==> config.mk <==
export PLATFORM = sky130hd
export DESIGN_NAME = button_debounce_autorepeat_core_flat
export DESIGN_NICKNAME = d
export VERILOG_FILES = /design/src/bda_pkg.sv /design/src/bda_if.sv /design/src/bda_ctrl.sv /design/src/bda_dp.sv /design/src/button_debounce_autorepeat_core.sv /design/src/flat_wrapper.sv
export SDC_FILE = /design/constraint.sdc
export NUM_CORES = 1
export LEC_CHECK = 0
export BUFFER_PORTS_ARGS = -buffer_cell sky130_fd_sc_hd__buf_4
export CORE_AREA = 2 2 133 187
export CTS_CLUSTER_SIZE = 12
export DETAILED_ROUTE_END_ITERATION = 8
export DIE_AREA = 0 0 135 189
export PLACE_DENSITY = 0.8
export SETUP_SLACK_MARGIN = 0.02
export SLEW_MARGIN = 10
export SYNTH_ARGS = -nofsm -noshare
export SYNTH_HDL_FRONTEND = slang
export SYNTH_HIERARCHICAL = 1
export SYNTH_SLANG_ARGS = --single-unit
==> constraint.sdc <==
create_clock -name clock -period 8.3 [get_ports clock]
set_input_delay 1.245 -clock clock [delete_from_list [all_inputs] [get_ports clock]]
set_output_delay 1.245 -clock clock [all_outputs]
set_load 0.01 [all_outputs]
==> src/bda_pkg.sv <==
// shared types and constants of the button debounce and autorepeat block
package bda_pkg;

   localparam int unsigned CfgWidth   = 16;
   localparam int unsigned StampWidth = 32;
   localparam int unsigned EventWidth = 3;
   localparam int unsigned CsrIdxWidth = 2;
   localparam int unsigned DivCntWidth = $clog2(StampWidth);

   // register indexes of the configuration port
   localparam logic [CsrIdxWidth-1:0] CSR_FORCE_TIME      = 2'd0;
   localparam logic [CsrIdxWidth-1:0] CSR_DEBOUNCE_TIME   = 2'd1;
   localparam logic [CsrIdxWidth-1:0] CSR_AUTOPRESS_DELAY = 2'd2;
   localparam logic [CsrIdxWidth-1:0] CSR_REPEAT_PERIOD   = 2'd3;

   localparam logic [CfgWidth-1:0] FORCE_TIME_RESET      = 16'd150;
   localparam logic [CfgWidth-1:0] DEBOUNCE_TIME_RESET   = 16'd50;
   localparam logic [CfgWidth-1:0] AUTOPRESS_DELAY_RESET = 16'd500;
   localparam logic [CfgWidth-1:0] REPEAT_PERIOD_RESET   = 16'd200;

   // event codes
   localparam logic [EventWidth-1:0] EV_RELEASED     = 3'd0;
   localparam logic [EventWidth-1:0] EV_PRESS_EDGE   = 3'd1;
   localparam logic [EventWidth-1:0] EV_HELD         = 3'd2;
   localparam logic [EventWidth-1:0] EV_AUTOREPEAT   = 3'd3;
   localparam logic [EventWidth-1:0] EV_RELEASE_EDGE = 3'd4;

   typedef enum logic [1:0] {
      ST_IDLE,
      ST_UPDATE,
      ST_DIVIDE,
      ST_EMIT
   } state_type;

   typedef struct packed {
      logic load_item;
      logic update;
      logic div_step;
      logic emit;
   } cmd_type;

   typedef struct packed {
      logic need_div;
      logic div_done;
   } stat_type;

endpackage

==> src/bda_if.sv <==
// valid/ready channel interfaces for button samples and events
interface bda_req_if;
   import bda_pkg::*;

   logic                  valid;
   logic                  ready;
   logic [StampWidth-1:0] now_ms;
   logic                  raw_level;

   modport source (output valid, output now_ms, output raw_level, input ready);
   modport sink   (input valid, input now_ms, input raw_level, output ready);
endinterface

interface bda_rsp_if;
   import bda_pkg::*;

   logic                  valid;
   logic                  ready;
   logic [EventWidth-1:0] event_res;

   modport source (output valid, output event_res, input ready);
   modport sink   (input valid, input event_res, output ready);
endinterface

==> src/bda_ctrl.sv <==
// controller state machine: sequences update, modulo steps and event output
module bda_ctrl
   import bda_pkg::*;
(
   input  logic     clock,
   input  logic     reset,
   input  logic     req_valid,
   output logic     req_ready,
   output logic     rsp_valid,
   input  logic     rsp_ready,
   output cmd_type  cmd,
   input  stat_type stat
);

   state_type state_ff, state_in;
   logic      rsp_valid_ff, rsp_valid_in;
   logic      out_free;

   assign out_free = !rsp_valid_ff || rsp_ready;

   always_ff @(posedge clock) begin
      if (reset) begin
         state_ff     <= ST_IDLE;
         rsp_valid_ff <= 1'b0;
      end else begin
         state_ff     <= state_in;
         rsp_valid_ff <= rsp_valid_in;
      end
   end

   always_comb begin
      state_in     = state_ff;
      cmd          = '0;
      req_ready    = 1'b0;
      rsp_valid_in = rsp_valid_ff && !rsp_ready;
      case (state_ff)
         ST_IDLE: begin
            req_ready = 1'b1;
            if (req_valid) begin
               cmd.load_item = 1'b1;
               state_in      = ST_UPDATE;
            end
         end
         ST_UPDATE: begin
            cmd.update = 1'b1;
            state_in   = stat.need_div ? ST_DIVIDE : ST_EMIT;
         end
         ST_DIVIDE: begin
            cmd.div_step = 1'b1;
            if (stat.div_done) begin
               state_in = ST_EMIT;
            end
         end
         ST_EMIT: begin
            if (out_free) begin
               cmd.emit     = 1'b1;
               rsp_valid_in = 1'b1;
               state_in     = ST_IDLE;
            end
         end
         default: begin
            state_in = ST_IDLE;
         end
      endcase
   end

   assign rsp_valid = rsp_valid_ff;

endmodule

==> src/bda_dp.sv <==
// datapath: configuration, debounce state, event decode and serial modulo
module bda_dp
   import bda_pkg::*;
(
   input  logic                   clock,
   input  logic                   reset,
   input  logic                   csr_we,
   input  logic [CsrIdxWidth-1:0] csr_index,
   input  logic [CfgWidth-1:0]    csr_wdata,
   input  logic [StampWidth-1:0]  now_ms,
   input  logic                   raw_level,
   input  cmd_type                cmd,
   output stat_type               stat,
   output logic [EventWidth-1:0]  event_res
);

   logic [CfgWidth-1:0]    force_time_ff, debounce_time_ff;
   logic [CfgWidth-1:0]    autopress_delay_ff, repeat_period_ff;
   logic                   latched_raw_ff, debounced_ff;
   logic [StampWidth-1:0]  change_stamp_ff, press_stamp_ff;
   logic [StampWidth-1:0]  now_ff;
   logic                   level_ff;
   logic [EventWidth-1:0]  base_event_ff, base_event_in;
   logic                   need_div_ff, need_div_in;
   logic [EventWidth-1:0]  event_ff;
   logic [StampWidth-1:0]  quo_ff;
   logic [CfgWidth-1:0]    rem_ff, rem_in;
   logic [DivCntWidth-1:0] div_cnt_ff;

   logic [StampWidth-1:0]  change_age, held_age;
   logic                   force_sync, raw_change, age_zero;
   logic                   latched_in, debounced_in;
   logic [StampWidth-1:0]  change_stamp_in, press_stamp_in;
   logic [CfgWidth:0]      rem_shift;

   // configuration registers
   always_ff @(posedge clock) begin
      if (reset) begin
         force_time_ff      <= FORCE_TIME_RESET;
         debounce_time_ff   <= DEBOUNCE_TIME_RESET;
         autopress_delay_ff <= AUTOPRESS_DELAY_RESET;
         repeat_period_ff   <= REPEAT_PERIOD_RESET;
      end else if (csr_we) begin
         case (csr_index)
            CSR_FORCE_TIME:      force_time_ff      <= csr_wdata;
            CSR_DEBOUNCE_TIME:   debounce_time_ff   <= csr_wdata;
            CSR_AUTOPRESS_DELAY: autopress_delay_ff <= csr_wdata;
            CSR_REPEAT_PERIOD:   repeat_period_ff   <= csr_wdata;
            default: ;
         endcase
      end
   end

   // debounce and edge decode, done in the update cycle
   always_comb begin
      change_age = now_ff - change_stamp_ff;
      held_age   = now_ff - press_stamp_ff;
      force_sync = change_age >= {{(StampWidth-CfgWidth){1'b0}}, force_time_ff};
      raw_change = level_ff != latched_raw_ff;

      latched_in      = latched_raw_ff;
      debounced_in    = debounced_ff;
      change_stamp_in = change_stamp_ff;
      if (force_sync) begin
         latched_in      = level_ff;
         debounced_in    = level_ff;
         change_stamp_in = now_ff;
      end else if (raw_change) begin
         latched_in      = level_ff;
         change_stamp_in = now_ff;
      end

      // a fresh change stamp means the age is now zero
      age_zero = force_sync || raw_change;
      if (age_zero) begin
         if (debounce_time_ff == '0) begin
            debounced_in = latched_in;
         end
      end else if (change_age >= {{(StampWidth-CfgWidth){1'b0}}, debounce_time_ff}) begin
         debounced_in = latched_in;
      end

      press_stamp_in = press_stamp_ff;
      need_div_in    = 1'b0;
      if (debounced_in && !debounced_ff) begin
         press_stamp_in = now_ff;
         base_event_in  = EV_PRESS_EDGE;
      end else if (!debounced_in && debounced_ff) begin
         press_stamp_in = '0;
         base_event_in  = EV_RELEASE_EDGE;
      end else if (debounced_in) begin
         base_event_in = EV_HELD;
         need_div_in   = (held_age > {{(StampWidth-CfgWidth){1'b0}}, autopress_delay_ff})
                         && (repeat_period_ff != '0);
      end else begin
         base_event_in = EV_RELEASED;
      end
   end

   always_ff @(posedge clock) begin
      if (reset) begin
         latched_raw_ff  <= 1'b0;
         debounced_ff    <= 1'b0;
         change_stamp_ff <= '0;
         press_stamp_ff  <= '0;
      end else if (cmd.update) begin
         latched_raw_ff  <= latched_in;
         debounced_ff    <= debounced_in;
         change_stamp_ff <= change_stamp_in;
         press_stamp_ff  <= press_stamp_in;
      end
   end

   always_ff @(posedge clock) begin
      if (cmd.load_item) begin
         now_ff   <= now_ms;
         level_ff <= raw_level;
      end
      if (cmd.update) begin
         base_event_ff <= base_event_in;
         need_div_ff   <= need_div_in;
      end
   end

   // restoring remainder, one quotient bit per cycle
   always_comb begin
      rem_shift = {rem_ff, quo_ff[StampWidth-1]};
      if (rem_shift >= {1'b0, repeat_period_ff}) begin
         rem_in = CfgWidth'(rem_shift - {1'b0, repeat_period_ff});
      end else begin
         rem_in = rem_shift[CfgWidth-1:0];
      end
   end

   always_ff @(posedge clock) begin
      if (reset) begin
         div_cnt_ff <= '0;
      end else if (cmd.update) begin
         div_cnt_ff <= '0;
      end else if (cmd.div_step) begin
         div_cnt_ff <= div_cnt_ff + 1'b1;
      end
   end

   always_ff @(posedge clock) begin
      if (cmd.update) begin
         quo_ff <= now_ff;
         rem_ff <= '0;
      end else if (cmd.div_step) begin
         quo_ff <= {quo_ff[StampWidth-2:0], 1'b0};
         rem_ff <= rem_in;
      end
   end

   always_ff @(posedge clock) begin
      if (cmd.emit) begin
         if (need_div_ff && rem_ff == '0) begin
            event_ff <= EV_AUTOREPEAT;
         end else begin
            event_ff <= base_event_ff;
         end
      end
   end

   assign stat.need_div = need_div_in;
   assign stat.div_done = div_cnt_ff == DivCntWidth'(StampWidth - 1);
   assign event_res     = event_ff;

endmodule

==> src/button_debounce_autorepeat_core.sv <==
// Button debounce with autorepeat. Each transfer on the request channel is one raw
// button sample with its wrapping millisecond timestamp and gives exactly one event on
// the response channel (released, press edge, held, autorepeat, release edge). One
// sample is worked on at a time: a sample passes through the update and emit states, and
// also through the divide state when the button has been held past the autopress delay
// with a nonzero repeat period, since the check of the timestamp against the repeat
// period runs through a remainder unit that retires one timestamp bit per cycle. A
// finished event waits in an output register, so a new sample is taken while the
// previous event is still unclaimed. Configuration is written through the csr_ port;
// the user must write it only while no sample is in progress; the block does not enforce it.
module button_debounce_autorepeat_core
   import bda_pkg::*;
(
   input  logic                   clock,
   input  logic                   reset,
   bda_req_if.sink                req_ch,
   bda_rsp_if.source              rsp_ch,
   input  logic                   csr_we,
   input  logic [CsrIdxWidth-1:0] csr_index,
   input  logic [CfgWidth-1:0]    csr_wdata
);

   cmd_type  cmd;
   stat_type stat;

   bda_ctrl u_ctrl (
      .clock     (clock),
      .reset     (reset),
      .req_valid (req_ch.valid),
      .req_ready (req_ch.ready),
      .rsp_valid (rsp_ch.valid),
      .rsp_ready (rsp_ch.ready),
      .cmd       (cmd),
      .stat      (stat)
   );

   bda_dp u_dp (
      .clock     (clock),
      .reset     (reset),
      .csr_we    (csr_we),
      .csr_index (csr_index),
      .csr_wdata (csr_wdata),
      .now_ms    (req_ch.now_ms),
      .raw_level (req_ch.raw_level),
      .cmd       (cmd),
      .stat      (stat),
      .event_res (rsp_ch.event_res)
   );

endmodule
==> src/flat_wrapper.sv <==
// flat-port wrapper written by rule: the top's interface ports become plain ports
module button_debounce_autorepeat_core_flat import bda_pkg::*;
  (clock, reset, csr_we, csr_index, csr_wdata, req_ch_valid, req_ch_now_ms, req_ch_raw_level, req_ch_ready, rsp_ch_valid, rsp_ch_event_res, rsp_ch_ready);
  bda_req_if req_ch_i ();
  bda_rsp_if rsp_ch_i ();
  input  logic clock;
  input  logic reset;
  input  logic csr_we;
  input  logic [CsrIdxWidth-1:0] csr_index;
  input  logic [CfgWidth-1:0] csr_wdata;
  input wire logic [$bits(req_ch_i.valid)-1:0] req_ch_valid;
  input wire logic [$bits(req_ch_i.now_ms)-1:0] req_ch_now_ms;
  input wire logic [$bits(req_ch_i.raw_level)-1:0] req_ch_raw_level;
  output wire logic [$bits(req_ch_i.ready)-1:0] req_ch_ready;
  output wire logic [$bits(rsp_ch_i.valid)-1:0] rsp_ch_valid;
  output wire logic [$bits(rsp_ch_i.event_res)-1:0] rsp_ch_event_res;
  input wire logic [$bits(rsp_ch_i.ready)-1:0] rsp_ch_ready;
  assign req_ch_i.valid = req_ch_valid;
  assign req_ch_i.now_ms = req_ch_now_ms;
  assign req_ch_i.raw_level = req_ch_raw_level;
  assign req_ch_ready = req_ch_i.ready;
  assign rsp_ch_valid = rsp_ch_i.valid;
  assign rsp_ch_event_res = rsp_ch_i.event_res;
  assign rsp_ch_i.ready = rsp_ch_ready;
  button_debounce_autorepeat_core u_core (.clock(clock), .reset(reset), .req_ch(req_ch_i), .rsp_ch(rsp_ch_i), .csr_we(csr_we), .csr_index(csr_index), .csr_wdata(csr_wdata));
endmodule
==> Implementation_results.wiki, run 1 <==
{| class="wikitable"
! Metric !! Value
|-
| Outcome || completed
|-
| ANT nets after route || 0
|-
| Maximum resistive drop on vdd || around 0.00021 V
|-
| RSZ-0062 raised after global routing || false
|-
| Maximum number of pins on one net before global-route repair || just over 90
|-
| Cell type of the slowest stage on the worst timing path || or4_4
|-
| Setup-failing EPs final || 0
|-
| Area growth from synthesis to layout || 8.98%
|-
| Post-DR wirelength/cell || 17.8 µm
|-
| Worst hold slack across all endpoints || 0.453 ns
|-
| Root Buffer Master || clkbuf_16
|-
| Site row count || 67
|-
| Post-place instance area || 0.0154 mm²
|-
| Shortest clock period the worst path allows after layout || about 6.7 ns
|-
| Max transition margin || 0.363
|-
| Number of buffers and inverters on the critical path || 2
|-
| Sum of internal, switching and leakage power || around 5.7 mW
|-
| Async SR Flop Fraction || 0
|-
| Final count of hold timing violations || 0
|-
| Cell type with the highest occurrence count on the critical path || ha_1
|-
| TritonCTS clock tree || done
|-
| Via-per-instance ratio || ~6.1
|-
| Post-synth top area share || 0.208
|-
| Worst min path class || reg2reg
|-
| Aggregate routed wire length || 37,100 µm
|-
| Number of slew-limit violations in the final report || 0
|-
| Required @ worst endpoint || 8.75 ns
|-
| Sinks on Clock Net || 226
|-
| Number of buffers inserted to repair setup after CTS || 0
|-
| Routed vias || roughly 13,000
|-
| Ports || 61
|-
| Via count of the first global-routing pass || approximately 13,000
|-
| Critical Path AT || 7.12 ns
|-
| Core Region || about 0.024 mm²
|-
| Library cell with the largest summed area after synthesis || dfxtp_1
|-
| Leak || between 6 and 7 nW
|-
| Number of flops mapped to enable cells by yosys || 72
|-
| Number of antenna violations at the first check in global routing || 0
|-
| Total negative slack || 0 ns
|-
| Least-Margin Pin Slew || between 0.9 and 1 ns
|-
| Category of cells accounting for the largest share of critical-path delay || simple AND/OR/NAND/NOR gates
|-
| Clk Latency, worst-skew pair || between 0.5 and 0.6 ns
|-
| Number of buffers added by the clock tree synthesis step || 24
|-
| Final HPWL DP || roughly 27,000 µm
|-
| Depth of the CTS H-tree || 1
|-
| Bufs on Longest Clock Path || 3
|-
| Final core utilization || 0.679
|-
| Sequential share of the synthesized area || 0.354
|-
| Post-route cell area || 0.0162 mm²
|-
| Count of synthesis-stage warnings from yosys || 6
|-
| Number of DRC markers in iteration 0 || 907
|-
| Overflow left after global routing || 0
|-
| Part of the cycle the worst path needs || 0.803
|-
| Critical path capture point type || flip-flop
|-
| Final setup margin || between 1.5 and 2 ns
|-
| Antenna diode instance count || 0
|-
| Top FF cell, synth || dfxtp_1
|-
| Drt first pass iters || 5
|-
| DR DRC count || 0
|-
| Final Non-Filler Cells || between 2,000 and 2,500
|-
| Number of nets in the finished design || 1,950
|-
| Clock Skew || 0.0168 ns
|-
| Number of buffer cells added on primary ports || 60
|-
| Mean instance size in the synthesized netlist || 8.53 µm²
|-
| Max-cap viol count || 0
|-
| Critical Setup Path Class || reg2reg
|-
| Gate count of the mapped netlist || 1,738
|-
| Flip-flop and latch count after synthesis || between 200 and 250
|-
| Die Y || 189 µm
|-
| Layout cell share with drive strength beyond 1 || 0.0909
|-
| Wire length of the first global-routing pass || roughly 61,000 µm
|-
| Chip Width || 135 µm
|-
| Instance count after placement with tap cells included || just over 2,000
|-
| Max stage delay on crit path || 0.55 ns
|-
| PD cells || around 350 mW/mm²
|-
| Net count after synthesis || 1,933
|-
| Initial cell density of the core || 0.623
|-
| Global-route total usage across every layer || 0.290
|-
| DIE AREA || approximately 0.026 mm²
|-
| Number of distinct library cell variants in the gate-level netlist after synthesis || 82
|-
| Number of buffers inserted by hold repair at cts || 0
|-
| Highest fanout seen on the critical path || 32
|-
| Global placement routability congestion || 0.938
|-
| Post-synthesis cell area || 0.0148 mm²
|-
| Post_cts resized || 0
|-
| Most area-consuming cells after synthesis || dfxtp_1 (21%), edfxtp_1 (15%), ha_1 (11%), a21oi_1 (5.8%), nand2_1 (5.2%)
|-
| Launching element type of the critical path || flip-flop
|-
| Clk slew on worst S/H paths || 0.06 ns
|-
| Peak clock frequency supported by timing || roughly 0.15 GHz
|-
| Setup WS pre-CTS || 1.88 ns
|}
[synth_stat cells, types with 45 or more instances]
| cell type | instances |
|---|---|
| ha_1 | 136 |
| nand2b_1 | 82 |
| nand3_1 | 59 |
| edfxtp_1 | 72 |
| clkbuf_1 | 57 |
| a21oi_1 | 172 |
| o21ai_0 | 45 |
| inv_1 | 155 |
| dfxtp_1 | 154 |
| nand2_1 | 206 |
| nor2_1 | 92 |
[report_power, final]
part / total, mW / switching, mW / internal [mW]
Combinational: 3.03 / 1.81 / 1.22
Sequential: 1.64 / 0.170 / 1.47
Clock: 1.02 / 0.437 / 0.583
Total: 5.69 / 2.41 / 3.28
[sequential cells by signal, summed over array words and instances (netlist names)]
| register | cells |
|---|---|
| u_core/u_dp/base_event_ff | 3 |
| u_core/u_dp/latched_raw_ff | 1 |
| u_core/u_dp/press_stamp_ff | 32 |
| u_core/u_dp/debounced_ff | 1 |
| u_core/u_dp/force_time_ff | 16 |
| u_core/u_dp/level_ff | 1 |
| u_core/u_dp/div_cnt_ff | 5 |
| u_core/u_dp/autopress_delay_ff | 16 |
| u_core/u_ctrl/state_ff | 2 |
| u_core/u_dp/repeat_period_ff | 16 |
| u_core/u_dp/now_ff | 32 |
| u_core/u_dp/need_div_ff | 1 |
| u_core/u_ctrl/rsp_valid | 1 |
| u_core/u_dp/change_stamp_ff | 32 |
| u_core/u_dp/rem_ff | 16 |
| u_core/u_dp/quo_ff | 32 |
| u_core/u_dp/event_res | 3 |
| u_core/u_dp/debounce_time_ff | 16 |
[worst register-to-register path: stages, from the launching register on]
cell and delay, ns:
edfxtp_1 0.45, ha_1 0.38, a21o_1 0.21, nor3_1 0.37, and2_1 0.21, o21ai_0 0.13, a31oi_1 0.30, o21bai_1 0.09
a21oi_1 0.18, xnor2_1 0.18, ha_1 0.27, nand3_1 0.10, nor2_1 0.05, a2111oi_0 0.43, o2111ai_1 0.20, nor4bb_1 0.36
nand4_1 0.16, or4_4 0.55, nor4_2 0.31, mux2i_1 0.44, inv_1 0.09, ha_1 0.33, nand2b_1 0.12, buf_4 0.38
nand2_1 0.16, a21oi_1 0.14
[area by class of cell]
type	count	area, µm²
fillers	2001	7640
inverters	155	582
flip-flops and latches	226	5250
multi-input cells	1278	8680
clock buffers	40	711
clock inverters	3	30.0
repair buffers	70	526
well taps	310	388
[cell families after synthesis]
| family | after synthesis | share of synthesized area |
|---|---|---|
| simple gates | 597 | 0.201 |
| compound gates | 413 | 0.180 |
| fa+ha+maj | 139 | 0.119 |
| flops | 226 | 0.354 |
| buf+inv | 234 | 0.0622 |
| mux | 73 | 0.0520 |
| xor+xnor | 56 | 0.0331 |
[cell usage in the layout, fill, tap and decap left out, types with 22 or more instances in the layout]
| master | synthesis | routed |
|---|---|---|
| a211oi_1 | 26 | 26 |
| a21o_1 | 41 | 41 |
| a21oi_1 | 172 | 172 |
| buf_4 | 1 | 70 |
| clkbuf_16 | 0 | 24 |
| dfxtp_1 | 154 | 154 |
| edfxtp_1 | 72 | 72 |
| ha_1 | 136 | 135 |
| inv_1 | 155 | 155 |
| mux2_2 | 32 | 32 |
| mux2i_1 | 41 | 41 |
| nand2_1 | 206 | 206 |
| nand2b_1 | 82 | 82 |
| nand3_1 | 59 | 59 |
| nand4_1 | 24 | 24 |
| nor2_1 | 92 | 91 |
| nor3_1 | 27 | 27 |
| o21ai_0 | 45 | 45 |
| xnor2_1 | 34 | 34 |
| xor2_1 | 22 | 22 |
[routing by layer]
metal / global-route usage / share of wire / vias up
li1: - / - / 6188
met1: 0.343 / 0.40 / 6001
met2: 0.511 / 0.50 / 403
met3: 0.0434 / 0.056 / 126
met4: 0.142 / 0.046 / 0
met5: 0 / 0 / -
[final timing paths]
kind	from	endpoint	slack (ns)	depth (start not counted)
worst max-delay path	u_core/u_dp/now_ff[4]	u_core/u_dp/press_stamp_ff[6]	1.63	25
worst min-delay path	u_core/u_dp/press_stamp_ff[4]	u_core/u_dp/press_stamp_ff[4]	0.45	2
worst max register to register	u_core/u_dp/now_ff[4]	u_core/u_dp/press_stamp_ff[6]	1.63	25
worst min register to register	u_core/u_dp/press_stamp_ff[4]	u_core/u_dp/press_stamp_ff[4]	0.45	2
Note: power is estimated with default switching activity, not from simulation.
==> run 2, diff against run 1 <==
==> constraint.sdc (replaced) <==
create_clock -name clock -period 6.9 [get_ports clock]
set_input_delay 1.035 -clock clock [delete_from_list [all_inputs] [get_ports clock]]
set_output_delay 1.035 -clock clock [all_outputs]
set_load 0.01 [all_outputs]
==> run 2 against run 1 <==
- clock power rose by 20%
- critical path depth rose by 1
- global-route usage fell by 0.35 points
- largest power group unchanged
- highest routed layer unchanged
==> Implementation_results.wiki, run 2 (same netlist as run 1, synthesis figures left out) <==
{| class="wikitable"
! Metric !! Value
|-
| Outcome || completed
|-
| Least-Margin Pin Slew || 0.938 ns (-0.0142 ns)
|-
| Source of the worst register-to-register timing path || u_core/u_dp/now_ff[4]
|-
| Drt first pass iters || 5 (unchanged)
|-
| Hold Crit Endpoint || u_core/u_dp/press_stamp_ff[23]
|-
| Final HPWL DP || 27,000 µm (-0.12%)
|-
| Clock Skew || 0.00973 ns (-0.00707 ns)
|-
| TritonCTS clock tree || done
|-
| Post_cts resized || 0 (unchanged)
|-
| ANT nets after route || 0 (unchanged)
|-
| Antenna diode instance count || 0 (unchanged)
|-
| Clk slew on worst S/H paths || 0.06 ns (about the same)
|-
| Aggregate routed wire length || 37,400 µm (+0.93%)
|-
| RSZ-0062 raised after global routing || false
|-
| Leak || 6.29 nW (about the same)
|-
| Routed vias || 12,700 (+0.23%)
|-
| Max transition margin || 0.372 (+0.00949)
|-
| Ports || 61 (unchanged)
|-
| Hold Crit Start || u_core/u_dp/press_stamp_ff[23]
|-
| Critical Path AT || 6.83 ns (-0.29 ns)
|-
| Launching element type of the critical path || flip-flop
|-
| Post-DR wirelength/cell || 18.0 µm (+0.93%)
|-
| Post-route cell area || 0.0162 mm² (unchanged)
|-
| Most frequent cells in the layout || nand2_1 (206), a21oi_1 (172), inv_1 (155), dfxtp_1 (154), ha_1 (135)
|-
| Reg2reg path depth || 26 (+4.0%)
|-
| Clk Latency, worst-skew pair || 0.52 ns (about the same)
|-
| Number of nets in the finished design || 1,950 (unchanged)
|-
| Area growth from synthesis to layout || 8.98% (unchanged)
|-
| Number of buffer cells added on primary ports || 60 (unchanged)
|-
| Max stage delay on crit path || 0.55 ns (about the same)
|-
| Site row count || 67 (unchanged)
|-
| Max-cap viol count || 0 (unchanged)
|-
| Layout cell share with drive strength beyond 1 || 0.0909 (unchanged)
|-
| Root Buffer Master || clkbuf_16
|-
| Slack of the worst reg-to-reg path || 0.44 ns (-1.19 ns)
|-
| Global placement routability congestion || 0.967 (+3.2%)
|-
| Die Y || 189 µm (unchanged)
|-
| Bufs on Longest Clock Path || 3 (unchanged)
|-
| Sum of internal, switching and leakage power || 6.88 mW (+21%)
|-
| PD cells || 425 mW/mm² (+21%)
|-
| Via-per-instance ratio || 6.12 (+0.23%)
|-
| DR DRC count || 0 (unchanged)
|-
| Cell type of the slowest stage on the worst timing path || or4_4
|-
| Number of buffers inserted to repair setup after CTS || 0 (unchanged)
|-
| Critical path capture point type || flip-flop
|-
| Number of slew-limit violations in the final report || 0 (unchanged)
|-
| Overflow left after global routing || 0 (unchanged)
|-
| Critical Setup Path Class || reg2reg
|-
| Part of the cycle the worst path needs || 0.936 (+0.133)
|-
| Peak clock frequency supported by timing || 0.155 GHz (+3.2%)
|-
| Cell type with the highest occurrence count on the critical path || ha_1
|-
| Sinks on Clock Net || 226 (unchanged)
|-
| Worst hold slack across all endpoints || 0.451 ns (-0.00235 ns)
|-
| Setup-failing EPs final || 0 (unchanged)
|-
| Core Region || 0.0238 mm² (unchanged)
|-
| Number of buffers added by the clock tree synthesis step || 24 (unchanged)
|-
| Worst min path class || reg2reg
|-
| End of the worst register-to-register path || u_core/u_ctrl/state_ff[0]
|-
| Highest fanout seen on the critical path || 5 (-84%)
|-
| Initial cell density of the core || 0.623 (unchanged)
|-
| Post-place instance area || 0.0154 mm² (unchanged)
|-
| Total negative slack || 0 ns (unchanged)
|-
| Wire length of the first global-routing pass || 60,100 µm (-0.76%)
|-
| Filler Cells Inserted || 1,983 (-0.90%)
|-
| Maximum number of pins on one net before global-route repair || 89 (-2.2%)
|-
| Number of DRC markers in iteration 0 || 1,037 (+14%)
|-
| Chip Width || 135 µm (unchanged)
|-
| Required @ worst endpoint || 7.27 ns (-1.48 ns)
|-
| Number of antenna violations at the first check in global routing || 0 (unchanged)
|-
| Number of buffers inserted by hold repair at cts || 0 (unchanged)
|-
| Depth of the CTS H-tree || 1 (unchanged)
|-
| Shortest clock period the worst path allows after layout || 6.46 ns (-0.210 ns)
|-
| Most common cell after layout, fill and taps aside || nand2_1
|-
| Via count of the first global-routing pass || 12,500 (-0.54%)
|-
| Final count of hold timing violations || 0 (unchanged)
|-
| Global-route total usage across every layer || 0.287 (-0.00350)
|-
| Hold depth || 2 (unchanged)
|-
| DIE AREA || 0.0255 mm² (unchanged)
|-
| Maximum resistive drop on vdd || 0.000272 V (+30%)
|}
run 2: worst max path at each step:
stage	start	to	slack (ns)
floorplan	u_core/u_dp/now_ff[4]	u_core/u_ctrl/state_ff[0]	1.05
global placement	u_core/u_dp/now_ff[4]	u_core/u_dp/press_stamp_ff[3]	0.85
detailed placement	u_core/u_dp/now_ff[4]	u_core/u_dp/press_stamp_ff[21]	0.52
CTS	u_core/u_dp/now_ff[4]	u_core/u_dp/press_stamp_ff[24]	0.30
global route	u_core/u_dp/now_ff[4]	u_core/u_dp/press_stamp_ff[15]	0.02
finish	u_core/u_dp/now_ff[4]	u_core/u_ctrl/state_ff[0]	0.44
run 2: cell type report:
class,instances,area [µm²],area share
Clock buffer,39,699,0.0433
Clock inverter,4,32.5,0.00201
Inverter,155,582,0.0360
Multi-Input combinational cell,1278,8690,0.538
Sequential cell,226,5250,0.324
Tap cell,310,388,0.0240
Timing Repair Buffer,70,529,0.0327
run 2: metal layers:
| metal | wire [µm] | track usage | part of all wire |
|---|---|---|---|
| met5 | 0 | 0 | 0 |
| met4 | 1490 | 0.126 | 0.040 |
| met3 | 1860 | 0.0313 | 0.050 |
| met2 | 18800 | 0.514 | 0.50 |
| met1 | 15200 | 0.344 | 0.41 |
run 2: worst max-delay path, delay by kind of cell (launching register included):
family,cells,cell delay [ns]
mux,1,0.40
buf+inv,2,0.16
compound gates,9,1.94
xor+xnor,1,0.18
simple gates,10,2.34
flops,1,0.45
fa+ha+maj,3,0.85
run 2: per-stage QoR:
step	worst slack (ns)	instances	utilization
after floorplan	1.05	1738	-
after global placement	0.851	2039	0.648
after detailed placement	0.517	2039	0.648
after CTS	0.297	2082	0.679
after global routing	0.0154	2082	0.679
final	0.442	2082	0.679
run 2: report_power, final:
part | total [mW] | internal (mW) | switching [mW]
Sequential | 1.97 | 1.77 | 0.207
Clock | 1.22 | 0.693 | 0.524
Combinational | 3.69 | 1.48 | 2.21
==> run 3, diff against run 2 <==
--- a/config.mk
+++ b/config.mk
@@ -6,13 +6,13 @@
 export NUM_CORES = 1
 export LEC_CHECK = 0
 export BUFFER_PORTS_ARGS = -buffer_cell sky130_fd_sc_hd__buf_4
-export CORE_AREA = 2 2 133 187
+export CORE_AREA = 2 2 142 200
 export CTS_CLUSTER_SIZE = 12
 export DETAILED_ROUTE_END_ITERATION = 8
-export DIE_AREA = 0 0 135 189
-export PLACE_DENSITY = 0.8
+export DIE_AREA = 0 0 144 202
+export PLACE_DENSITY = 0.72
 export SETUP_SLACK_MARGIN = 0.02
-export SLEW_MARGIN = 10
+export SLEW_MARGIN = 20
 export SYNTH_ARGS = -nofsm -noshare
 export SYNTH_HDL_FRONTEND = slang
 export SYNTH_HIERARCHICAL = 1
==> run 3 against run 2 <==
- sequential share of layout area shrank 0.22 points
- clock skew is 0.0016 ns lower
- critical path depth fell by 2
- routed wire length decreased by 0.90%
- sequential cell count did not move
- largest power group unchanged
==> Implementation_results.wiki, run 3 (same netlist as run 1, synthesis figures left out) <==
{| class="wikitable"
! Metric !! Value
|-
| Outcome || completed
|-
| Number of buffer cells added on primary ports || 60 (unchanged)
|-
| Bufs on Longest Clock Path || 3 (unchanged)
|-
| Final Non-Filler Cells || 2,141 (+2.8%)
|-
| Routed vias || 12,600 (-1.4%)
|-
| Initial cell density of the core || 0.543 (-0.0796)
|-
| Leak || 6.32 nW (+0.37%)
|-
| Part of the cycle the worst path needs || 0.901 (-0.0350)
|-
| Number of DRC markers in iteration 0 || 710 (-32%)
|-
| Crit. Startpoint || u_core/u_dp/now_ff[5]
|-
| Source of the worst register-to-register timing path || u_core/u_dp/now_ff[5]
|-
| Maximum resistive drop on vdd || 0.000213 V (-21%)
|-
| Fraction of power spent switching nets || 0.423 (-0.00383)
|-
| Critical Path AT || 6.67 ns (-0.16 ns)
|-
| Post-DR wirelength/cell || 17.3 µm (-3.6%)
|-
| Layout cell share with drive strength beyond 1 || 0.0920 (+0.00118)
|-
| Combinational Power Share || 0.531 (-0.005)
|-
| Worst min path class || reg2reg
|-
| FF+latch area || 0.00525 mm² (unchanged)
|-
| Global-route total usage across every layer || 0.255 (-0.0319)
|-
| Least-Margin Pin Slew || 1.12 ns (+0.180 ns)
|-
| Global placement routability congestion || 0.970 (+0.22%)
|-
| Depth of the CTS H-tree || 1 (unchanged)
|-
| Via count of the first global-routing pass || 12,400 (-1.4%)
|-
| Hold Crit Endpoint || u_core/u_dp/press_stamp_ff[23]
|-
| Final count of hold timing violations || 0 (unchanged)
|-
| Sequential share of power || 0.284 (-0.003)
|-
| Number of buffers inserted by hold repair at cts || 0 (unchanged)
|-
| Die Y || 202 µm (+6.9%)
|-
| Total negative slack || 0 ns (unchanged)
|-
| Max transition margin || 0.252 (-0.120)
|-
| Maximum number of pins on one net before global-route repair || 88 (-1.1%)
|-
| Overflow left after global routing || 0 (unchanged)
|-
| Psw || 2.93 mW (-0.26%)
|-
| Drt first pass iters || 5 (unchanged)
|-
| Number of nets in the finished design || 1,950 (unchanged)
|-
| Clk Latency, worst-skew pair || 0.54 ns (+0.02 ns)
|-
| Peak clock frequency supported by timing || 0.161 GHz (+3.9%)
|-
| Core Region || 0.0273 mm² (+15%)
|-
| Ports || 61 (unchanged)
|-
| Number of antenna violations at the first check in global routing || 0 (unchanged)
|-
| Critical Setup Path Class || reg2reg
|-
| Final setup margin || 0.683 ns (+0.241 ns)
|-
| Cell type of the slowest stage on the worst timing path || or4_4
|-
| Final core utilization || 0.596 (-0.0828)
|-
| DIE AREA || 0.0291 mm² (+14%)
|-
| Setup WS pre-CTS || 0.641 ns (+0.124 ns)
|-
| Filler Cells Inserted || 2,461 (+24%)
|-
| TritonCTS clock tree || done
|-
| Reg2reg path depth || 24 (-7.7%)
|-
| Critical path capture point type || flip-flop
|-
| Internal power component || 3.99 mW (+1.3%)
|-
| Site row count || 72 (+7.5%)
|-
| Max-cap viol count || 0 (unchanged)
|-
| Shortest clock period the worst path allows after layout || 6.22 ns (-0.241 ns)
|-
| Required @ worst endpoint || 7.35 ns (+0.08 ns)
|-
| Number of buffers added by the clock tree synthesis step || 24 (unchanged)
|-
| RSZ-0062 raised after global routing || false
|-
| Sinks on Clock Net || 226 (unchanged)
|-
| Hold depth || 2 (unchanged)
|-
| Via-per-instance ratio || 5.87 (-4.2%)
|-
| Slack of the worst reg-to-reg path || 0.68 ns (+0.24 ns)
|-
| Max stage delay on crit path || 0.54 ns (about the same)
|-
| Area growth from synthesis to layout || 9.72%
|-
| Most frequent cells in the layout || nand2_1 (206), a21oi_1 (172), inv_1 (155), dfxtp_1 (154), ha_1 (135)
|-
| Worst-path cell chain || ha_1, a21o_1, or3_1, o21ai_1, nand2_1, a21o_1, a21oi_1, xnor2_1, ha_1, a21oi_1, nor2_1, a2111oi_0, o2111ai_1, nor4bb_1, nand4_1, or4_4, nor4_2, mux2i_2, inv_1, ha_1, nor2_2, buf_6, nand3_1, a21oi_1
|-
| Aggregate routed wire length || 37,100 µm (-0.90%)
|-
| Most common cell after layout, fill and taps aside || nand2_1
|-
| DR DRC count || 0 (unchanged)
|-
| Area of the multi-input gates || 0.00869 mm² (about the same)
|-
| Wire length of the first global-routing pass || 60,300 µm (+0.33%)
|-
| Final HPWL DP || 27,100 µm (+0.18%)
|-
| Clock share of power || 0.184 (+0.007)
|-
| Root Buffer Master || clkbuf_16
|-
| Clk slew on worst S/H paths || 0.06 ns (about the same)
|-
| Chip Width || 144 µm (+6.7%)
|-
| Launching element type of the critical path || flip-flop
|-
| Instance count after placement with tap cells included || 2,099 (+2.9%)
|-
| Setup-failing EPs final || 0 (unchanged)
|-
| ANT nets after route || 0 (unchanged)
|-
| Clock Skew || 0.00809 ns (-0.00163 ns)
|-
| PD cells || 425 mW/mm² (about the same)
|-
| Hold Crit Start || u_core/u_dp/press_stamp_ff[23]
|-
| Highest fanout seen on the critical path || 32 (+27)
|-
| Number of slew-limit violations in the final report || 0 (unchanged)
|-
| End of the worst register-to-register path || u_core/u_dp/press_stamp_ff[29]
|-
| Antenna diode instance count || 0 (unchanged)
|}
==> run 3: cell types whose count changed in the layout (fill, tap and decap cells not counted), sizes merged <==
cell	delta
clkbuf	-1
clkinvlp	-1
bufinv	+1
==> run 3: how the worst max path moves through the flow <==
stage	slack, ns	depth (start not counted)	endpoint
after floorplan	1.05	28	u_core/u_ctrl/state_ff[0]
after global placement	0.84	25	u_core/u_dp/press_stamp_ff[0]
after detailed placement	0.64	25	u_core/u_dp/press_stamp_ff[2]
after CTS	0.55	25	u_core/u_dp/press_stamp_ff[2]
after global routing	0.16	26	u_core/u_ctrl/state_ff[0]
final	0.68	24	u_core/u_dp/press_stamp_ff[29]
==> run 3: layout make-up <==
cell class,instances,area share
clock buffer,38,0.0439
clock inverter,4,0.00269
inverter,155,0.0357
multi-input combinational,1278,0.534
sequential,226,0.322
tap,370,0.0284
timing repair buffer,70,0.0328
==> run 3: routing by layer <==
metal  global-route usage  wire (µm)
met1                0.303      15300
met2                0.470      19000
met3               0.0284       1620
met4               0.0872       1150
met5                    0          0
==> run 3: metrics by stage <==
stage	cell area, µm²	hold WS, ns	power (mW)
2_1_floorplan	14800	0.432	4.71
3_3_place_gp	15500	0.437	5.50
3_5_place_dp	15500	0.444	5.62
4_1_cts	16300	0.452	6.92
5_1_grt	16300	0.474	7.45
6_report	16300	0.449	6.92
==> run 3: power by group through the flow <==
stage	Sequential, mW	Clock [mW]	Combinational (mW)
after detailed placement	2.00	0	3.62
after floorplan	1.92	0	2.79
final	1.97	1.28	3.68
after CTS	1.97	1.31	3.65
after global routing	2.01	1.35	4.09
after global placement	1.99	0	3.51
==> run 3: repair_timing <==
item                                   in CTS  in global routing
endpoints found under the hold margin       0                  0
resized for setup                           0                  4
setup buffers                               0                  0
setup endpoints to repair                   0                 32
==> run 3: worst max-delay path, delay by kind of cell, from the launching register on <==
family,cells,cell delay [ns]
compound gates,8,1.71
xor+xnor,1,0.18
fa+ha+maj,3,0.98
buf+inv,2,0.35
flops,1,0.48
mux,1,0.37
simple gates,9,2.06
